<file path="config.mk">
export PLATFORM = sky130hd
export DESIGN_NAME = lzwc_ctrl
export DESIGN_NICKNAME = d
export VERILOG_FILES = /design/src/hw/rtl/lzwc_pkg.sv /design/src/hw/rtl/lzwc_ctrl.sv
export SDC_FILE = /design/constraint.sdc
export NUM_CORES = 1
export LEC_CHECK = 0
export ABC_AREA = 1
export BUFFER_PORTS_ARGS = -buffer_cell sky130_fd_sc_hd__buf_2
export CORE_AREA = 3 3 40 42
export DETAILED_ROUTE_END_ITERATION = 10
export DIE_AREA = 0 0 43 45
export GPL_ROUTABILITY_DRIVEN = 0
export GPL_TIMING_DRIVEN = 0
export SETUP_SLACK_MARGIN = 0.15
export SLEW_MARGIN = 20
export SYNTH_ARGS = -nofsm -noshare
export SYNTH_HDL_FRONTEND = slang
export SYNTH_SLANG_ARGS = --single-unit
</file>
<file path="constraint.sdc">
create_clock -name clk -period 2.37 [get_ports clk]
set_clock_uncertainty 0.2 [all_clocks]
set_input_delay 0 -clock clk [delete_from_list [all_inputs] [get_ports clk]]
set_output_delay 0 -clock clk [all_outputs]
set_load 0.03 [all_outputs]
</file>
<file path="src/hw/rtl/lzwc_pkg.sv">
// Shared types and constants for the LZ77 window copy decoder.
// No dependencies; imported by every module of the block.
`timescale 1ns / 1ps

package lzwc_pkg;

    localparam int MAX_RESULTS = 64;  // bytes emitted per match token, at most
    localparam int CNT_W       = 31;  // produced count and register width
    localparam int LEN_W       = 7;   // remaining-byte counter, holds MAX_RESULTS
    localparam int CFG_IDX_W   = 1;

    localparam logic [CFG_IDX_W-1:0] REG_STREAM_LENGTH   = 1'd0;
    localparam logic [CFG_IDX_W-1:0] REG_OUTPUT_CAPACITY = 1'd1;

    typedef enum logic [1:0] {
        JOB_RUNNING = 2'd0,
        JOB_DONE    = 2'd1,
        JOB_ERROR   = 2'd2
    } job_status_t;

    typedef enum logic [1:0] {
        ST_IDLE   = 2'd0,
        ST_DECIDE = 2'd1,
        ST_COPY   = 2'd2
    } ctl_state_t;

    typedef struct packed {
        logic        is_match;
        logic [7:0]  literal_byte;
        logic [14:0] distance_code;
        logic [7:0]  length_code;
    } token_t;

    typedef struct packed {
        logic [7:0] out_byte;
        logic       last;
        logic       error;
        logic       done_res;
    } result_t;

    // controller -> datapath
    typedef struct packed {
        logic accept;
        logic drop_done;
        logic emit_lit;
        logic emit_err;
        logic start_copy;
        logic copy_step;
    } dp_cmd_t;

    // datapath -> controller
    typedef struct packed {
        logic running;
        logic reached;
        logic cap_full;
        logic is_match;
        logic dist_bad;
        logic last_byte;
        logic slot_free;
    } dp_stat_t;

endpackage

</file>
<file path="src/hw/rtl/lzwc_ctrl.sv">
// Token sequencer for the LZ77 window copy decoder.
// Depends on lzwc_pkg; drives datapath commands from datapath status.
`timescale 1ns / 1ps

module lzwc_ctrl
(
    input  logic             clk,
    input  logic             rst_n,
    input  logic             in_valid,
    input  lzwc_pkg::dp_stat_t stat,
    output lzwc_pkg::dp_cmd_t  cmd,
    output logic             in_stall,
    output logic             cfg_ready
);
    import lzwc_pkg::*;

    ctl_state_t state_reg;
    ctl_state_t state_next;

    always_ff @(posedge clk or negedge rst_n)
    begin
        if (!rst_n)
        begin
            state_reg <= ST_IDLE;
        end
        else
        begin
            state_reg <= state_next;
        end
    end

    // next state
    always_comb
    begin
        state_next = state_reg;
        case (state_reg)
            ST_IDLE:
            begin
                if (in_valid)
                begin
                    state_next = ST_DECIDE;
                end
            end
            ST_DECIDE:
            begin
                if (!stat.running || stat.reached)
                begin
                    state_next = ST_IDLE;
                end
                else if (!stat.is_match || stat.dist_bad)
                begin
                    if (stat.slot_free)
                    begin
                        state_next = ST_IDLE;
                    end
                end
                else
                begin
                    state_next = ST_COPY;
                end
            end
            ST_COPY:
            begin
                if (stat.slot_free && (stat.cap_full || stat.last_byte))
                begin
                    state_next = ST_IDLE;
                end
            end
            default:
            begin
                state_next = ST_IDLE;
            end
        endcase
    end

    // outputs
    always_comb
    begin
        cmd       = '0;
        in_stall  = 1'b1;
        cfg_ready = 1'b0;
        case (state_reg)
            ST_IDLE:
            begin
                in_stall   = 1'b0;
                cfg_ready  = 1'b1;
                cmd.accept = in_valid;
            end
            ST_DECIDE:
            begin
                if (!stat.running)
                begin
                    cmd = '0;
                end
                else if (stat.reached)
                begin
                    cmd.drop_done = 1'b1;
                end
                else if (!stat.is_match)
                begin
                    cmd.emit_err = stat.slot_free && stat.cap_full;
                    cmd.emit_lit = stat.slot_free && !stat.cap_full;
                end
                else if (stat.dist_bad)
                begin
                    cmd.emit_err = stat.slot_free;
                end
                else
                begin
                    cmd.start_copy = 1'b1;
                end
            end
            ST_COPY:
            begin
                cmd.emit_err  = stat.slot_free && stat.cap_full;
                cmd.copy_step = stat.slot_free && !stat.cap_full;
            end
            default:
            begin
                cmd = '0;
            end
        endcase
    end

endmodule

</file>
==> results of run 1 <==
==> synthesized netlist by cell type <==
library cell,number,area [µm²]
nand2_2,3,18.8
nand2_4,1,11.3
or2_1,1,6.26
nor3_1,1,5.00
ha_1,4,50.1
inv_2,1,3.75
nand3_2,1,10.0
dfrtp_1,2,50.1
nor2_4,1,11.3
nor2_1,2,7.51
inv_1,8,30.0
a21oi_1,2,10.0
nor2_2,3,18.8
clkinv_1,1,3.75
nand3_1,5,25.0
nand2_1,9,33.8
==> routing by layer <==
layer	GRT usage, %	part of all wire (%)	vias to the layer above
met2	12.3	38	15
met3	3.98	12	0
met1	9.88	50	127
met5	0	0	-
li1	-	-	188
met4	3.61	0	0
==> tightest hold or removal path: cells and delay by family <==
kind | cells | cell delay (ns)
buf+inv | 2 | 0.15
simple gates | 3 | 0.24
==> cells by family (layout without fill, tap and decap cells) <==
| kind of cell | count (synthesis) | count (layout) |
|---|---|---|
| buffers and inverters | 10 | 35 |
| adders and majority gates | 4 | 4 |
| AOI/OAI and AO/OA | 2 | 2 |
| DFF | 2 | 2 |
| and+or+nand+nor | 27 | 27 |
==> cells in the final DEF (no fill, tap or decap) <==
| cell type | instances |
|---|---|
| inv_1 | 8 |
| dlygate4sd3_1 | 5 |
| clkbuf_4 | 3 |
| nand3_2 | 1 |
| nand3_1 | 5 |
| nor3_1 | 1 |
| nor2_2 | 3 |
| buf_2 | 17 |
| nor2_4 | 1 |
| dfrtp_1 | 2 |
| nand2_2 | 3 |
| or2_1 | 1 |
| nand2_4 | 1 |
| ha_1 | 4 |
| nor2_1 | 2 |
| nand2_1 | 9 |
| a21oi_1 | 2 |
| clkinv_1 | 1 |
| inv_2 | 1 |
==> power by group through the flow <==
stage | Combinational, mW | Clock [mW] | Sequential [mW]
CTS | 0.235 | 0.0795 | 0.0527
floorplan | 0.175 | 0 | 0.0512
finish | 0.230 | 0.0739 | 0.0528
detailed placement | 0.227 | 0 | 0.0531
global placement | 0.225 | 0 | 0.0526
global route | 0.261 | 0.0836 | 0.0545
==> worst min-delay path by stage <==
stage                              end  slack, ns
final                     state_reg[1]      0.006
after global routing      state_reg[1]       0.03
after CTS                 state_reg[1]     0.0003
after detailed placement  state_reg[0]      -0.41
after global placement    state_reg[0]      -0.41
after floorplan           state_reg[0]      -0.50
==> layout make-up <==
class                      instances  area (µm²)
timing repair buffer              22         135
sequential                         2        50.0
fill                             136         813
clock buffer                       3        22.5
multi-input combinational         33         208
tap                               15        18.8
inverter                          10        37.5
==> impl_metrics.json, run 1 <==
{
  "outcome": "finished clean",
  "crit_family": "buffers and inverters",
  "wl_per_cell_um": 7.54,
  "syn_nets": 59,
  "hold_path.class": "in -> reg",
  "die_h_um": 45,
  "antenna_found_initial": 0,
  "p_sw_mw": 0.175,
  "rr_endpoint": "state_reg[0]",
  "whs_path_depth": 5,
  "synthSimpleGateAreaFrac_pct": 50.0,
  "overflow": 0,
  "clk_pin_slew_worst_paths_ns": 0.03,
  "hold_start": "stat[0]",
  "grt_pass1_vias": 328,
  "postCtsHoldBufs": 5,
  "drt-total-wl_um": 641,
  "synth-xor-area-share_pct": 0,
  "cp-start-kind": "register",
  "ys_ff_latch": 2,
  "initial_utilization_pct": 23.0,
  "power_mw": 0.357,
  "num_io_pins": 18,
  "final_cell_count_no_fill": 85,
  "combPwrFrac_pct": 64.5,
  "core_region_area_mm2": 0.00128,
  "synth_area_um2": 295,
  "clkSinkCount": 2,
  "crit_end": "state_reg[0]",
  "timing.hold.ws_ns": 0.00594,
  "synth.yosys.seq_area_share_pct": 16.9,
  "vdd_ir_drop_max_mv": 0.319,
  "cap_viol_max_count": 0,
  "path_depth": 8,
  "cts_tree": "yes",
  "worst_slack_ns": 0.398,
  "stdcell_area_um2": 472,
  "worst_pin_slew_ns": 0.191,
  "clock_latency_ns": 0.22,
  "hpwl_um": 555,
  "ant_nets": 0,
  "fin_nets": 86,
  "dpl_cell_area_um2": 399,
  "pwr-share-clk_pct": 20.7,
  "cts-root-buf": "clkbuf_4",
  "postCtsSetupBuffers": 0,
  "synth_fa_ha_area_share_pct": 16.9,
  "rsz0062_at_grt": "false",
  "synthMuxAreaShare_pct": 0,
  "grt_max_degree": 5,
  "cp_max_fo": 3,
  "numCtsBuffers": 3,
  "hold_violations": 0,
  "fp-row-count": 13,
  "syn_inst": 45,
  "crit_top_cell": "nand2_1",
  "switching_share_pct": 49.0,
  "drc": 0,
  "grt_use_total_pct": 8.16,
  "relSlewSlack_pct": 87.3,
  "die_area_mm2": 0.00194,
  "path_class": "reg -> reg",
  "syn_avg_cell_area_um2": 6.56,
  "largest_register_ffs": 2,
  "end_kind": "register",
  "n_antenna_cell": 0,
  "clockBufferDepth": 2,
  "seqPwrFrac_pct": 14.8,
  "io_buffers": 17,
  "cp_slowest_stage_delay_ns": 0.57,
  "r2r_start": "state_reg[1]",
  "htreeDepth": 1,
  "period_minus_slack_ns": 1.97,
  "reg2reg_setup_slack_ns": 0.40,
  "p_leak_nw": 0.271,
  "cts.repair.resized": 0,
  "drt_iter0_markers": 5,
  "yosys_warnings": 0,
  "dp_slack_ns": 0.908,
  "via_count": 330,
  "cp.required_ns": 2.28,
  "dp.cells": 77,
  "min_period_over_period_pct": 83.2,
  "synth_compound_area_share_pct": 3.39,
  "final_util_pct": 36.7,
  "chipWidth_um": 43,
  "grt_pass1_wl_um": 1210,
  "ff2ff_path_depth": 8,
  "cp_num_buf_inv": 2,
  "worst_ep_arrival_time_ns": 1.88,
  "finalSetupViolCount": 0,
  "clock.fmax_mhz": 507,
  "crit_slowest_cell": "dlygate4sd3_1",
  "report.final.slew_viol_count": 0,
  "p_int_mw": 0.182,
  "drt_pass1_iterations": 2,
  "path_cells": "inv_1, ha_1, nand2_1, nor2_2, nand3_2, dlygate4sd3_1, nand3_1, nand2_1",
  "drive_above_1_share_pct": 42.9,
  "startpoint": "state_reg[1]",
  "power_density_mw_per_mm2": 756,
  "tns_ns": 0,
  "syn_to_final_growth_pct": 59.7,
  "avgViaCountPerCell": 3.88,
  "synth_top_family_by_area": "simple AND/OR/NAND/NOR gates",
  "ys_types": 16
}
Note: power is estimated with default switching activity, not from simulation.
==> inputs of run 2 (changes only) <==
- ABC_AREA: 1 -> 0
- clock period: 2.37 -> 1.8 ns (I/O delays scaled with it)
==> run 2 against run 1 <==
  * Synthesized cell count fell by 38%
  * Critical endpoint is now cmd[1]
  * Cell count fell by 20%
  * Hold slack improved by 0.031 ns
  * First-iteration DRC count fell by 100%
  * Core utilization rose by 2.2 points
  * Sequential cell count did not move
  * Via count fell by 18%
  * Total power rose by 49%
  * Final area rose by 6.1%
  * Register-to-register slack got worse by 0.26 ns
  * Sequential share of layout area fell by 0.36 points
  * Non-clock buffer count did not move
==> impl_metrics.json, run 2 <==
{
  "outcome": "finished clean",
  "synth.area.top_cells": "dfrtp_1 (18%), ha_1 (18%), a2bb2oi_4 (9.7%), nand3b_4 (7.4%), nor2b_1 (4.6%)",
  "die_h_um": 45,
  "vdd_ir_drop_max_mv": 0.252,
  "synth.top_cell.area_share_pct": 18.4,
  "avgViaCountPerCell": 3.97,
  "yosys.area.top_type": "dfrtp_1",
  "core_region_area_mm2": 0.00128,
  "rsz0062_at_grt": "true",
  "cp-start-kind": "register",
  "path_cells": "inv_2, ha_4, nand3b_4, buf_4, nor2b_2, buf_2",
  "dp_slack_ns": -0.00453,
  "fp-row-count": 13,
  "syn_to_final_growth_pct": 84.3,
  "switching_share_pct": 45.1,
  "drive_above_1_share_pct": 71.7,
  "cp.required_ns": 1.60,
  "yosys_warnings": 0,
  "hold_end": "state_reg[0]",
  "rr_endpoint": "state_reg[0]",
  "relSlewSlack_pct": 82.2,
  "tns_ns": 0,
  "clockBufferDepth": 2,
  "hold_path.class": "in -> reg",
  "end_kind": "output port",
  "power_density_mw_per_mm2": 1060,
  "cp_num_buf_inv": 3,
  "syn_inst": 28,
  "clock.fmax_mhz": 593,
  "synth_ff_type": "dfrtp_1",
  "p_sw_mw": 0.240,
  "wl_per_cell_um": 9.28,
  "overflow": 0,
  "antenna_found_initial": 0,
  "crit_family": "buffers and inverters",
  "drt_iter0_markers": 0,
  "via_count": 270,
  "startpoint": "state_reg[1]",
  "ys_ff_latch": 2,
  "initial_utilization_pct": 21.1,
  "die_area_mm2": 0.00194,
  "seqPwrFrac_pct": 15.3,
  "htreeDepth": 1,
  "r2r_start": "state_reg[1]",
  "min_period_over_period_pct": 93.6,
  "n_antenna_cell": 0,
  "grt_pass1_vias": 278,
  "ys_types": 19,
  "finalSetupViolCount": 0,
  "syn_avg_cell_area_um2": 9.70,
  "syn_nets": 42,
  "final_common_cell": "buf_2",
  "clkSinkCount": 2,
  "grt_use_total_pct": 7.66,
  "yosysMostFrequentCell": "ha_1",
  "synth-async-reset-ratio_pct": 100,
  "period_minus_slack_ns": 1.69,
  "report.final.slew_viol_count": 0,
  "worst_pin_slew_ns": 0.266,
  "drt-total-wl_um": 631,
  "numCtsBuffers": 3,
  "ff2ff_path_depth": 5,
  "synth.yosys.seq_area_share_pct": 18.4,
  "synth-edff-count": 0,
  "drt_pass1_iterations": 1,
  "reg2reg_setup_slack_ns": 0.14,
  "hold_start": "stat[0]",
  "cts_tree": "yes",
  "ant_nets": 0,
  "cts-root-buf": "clkbuf_4",
  "clock_latency_ns": 0.22,
  "largest_register_ffs": 2,
  "io_buffers": 17,
  "final_cell_count_no_fill": 68,
  "grt_pass1_wl_um": 1100,
  "p_int_mw": 0.292,
  "p_leak_nw": 0.242,
  "hold_violations": 0,
  "clk_pin_slew_worst_paths_ns": 0.03,
  "dp.cells": 60,
  "synth_commonest_cells": "ha_1 (4), inv_1 (3)",
  "crit_slowest_cell": "dfrtp_1",
  "worst_ep_arrival_time_ns": 1.49,
  "final_cell_mix": "buf_2 (15), buf_4 (5), clkbuf_4 (3)",
  "num_io_pins": 18,
  "synth_area_um2": 272,
  "whs_path_depth": 3,
  "cap_viol_max_count": 0,
  "hpwl_um": 507,
  "cp_slowest_stage_delay_ns": 0.39,
  "chipWidth_um": 43,
  "fillers": 139,
  "grt_max_degree": 7,
  "fin_nets": 69,
  "cp_max_fo": 6,
  "drc": 0,
  "path_class": "reg -> out",
  "combPwrFrac_pct": 66.5,
  "pwr-share-clk_pct": 18.3,
  "worst_slack_ns": 0.114
}
[run 2: area by class of cell]
type	instances	area, µm²	share of cell area [%]
multi-input cells	23	260	52.0
repair buffers	22	133	26.5
clock buffers	3	22.5	4.50
well taps	15	18.8	3.75
inverters	3	15.0	3.00
flip-flops and latches	2	51.3	10.3
[run 2: worst reg2reg max path, cell delays in order, from the launching register on]
cell and delay (ns):
dfrtp_1 0.39, inv_2 0.12, ha_4 0.15, nand3b_4 0.11
o31ai_4 0.23, mux2_1 0.33
[run 2: metal layers]
layer  GRT usage (%)  vias to the layer above  share of wire (%)
li1                -                      152                  -
met1            9.16                      107                 45
met2            12.3                       11                 47
met3           0.398                        0                8.1
met4            7.23                        0                  0
met5               0                        -                  0
[run 2: stage by stage]
step / power [mW] / utilization [%] / hold slack [ns] / instance area (µm²)
finish: 0.532 / 38.9 / 0.0373 / 500
global route: 0.583 / 38.9 / 0.0408 / 500
CTS: 0.535 / 38.3 / 0.0324 / 492
detailed placement: 0.396 / 31.2 / -0.414 / 400
global placement: 0.391 / 31.2 / -0.413 / 400
floorplan: 0.331 / - / -0.496 / 297
[run 2: cells by family (layout without fill, tap and decap cells)]
family	count (synthesis)	count (layout)	synth area share (%)
AOI/OAI and AO/OA	7	7	25.8
adders and majority gates	4	4	18.4
buffers and inverters	3	28	4.15
DFF	2	2	18.4
muxes	1	1	4.15
and+or+nand+nor	11	11	29.0
[run 2: worst max path at each step]
stage / slack [ns] / endpoint / depth (start not counted)
2_1_floorplan: -0.01 / state_reg[0] / 6
3_3_place_gp: 0.003 / state_reg[0] / 5
3_5_place_dp: -0.005 / state_reg[0] / 5
4_1_cts: 0.12 / cmd[2] / 7
5_1_grt: 0.01 / cmd[2] / 7
6_report: 0.11 / cmd[1] / 6
[run 2: timing repair]
item	4_1_cts	5_1_grt
pin swaps	1	0
hold endpoints to repair	2	0
endpoints found under the setup margin	3	3
buffers inserted	2	1
resized for setup	7	1
hold buffers	2	0
[run 2: power groups by stage]
stage          Combinational [mW]  Sequential [mW]  Clock, mW
2_1_floorplan               0.261           0.0697          0
4_1_cts                     0.354           0.0780      0.103
3_3_place_gp                0.318           0.0730          0
3_5_place_dp                0.323           0.0727          0
5_1_grt                     0.391           0.0843      0.107
6_report                    0.354           0.0812     0.0973
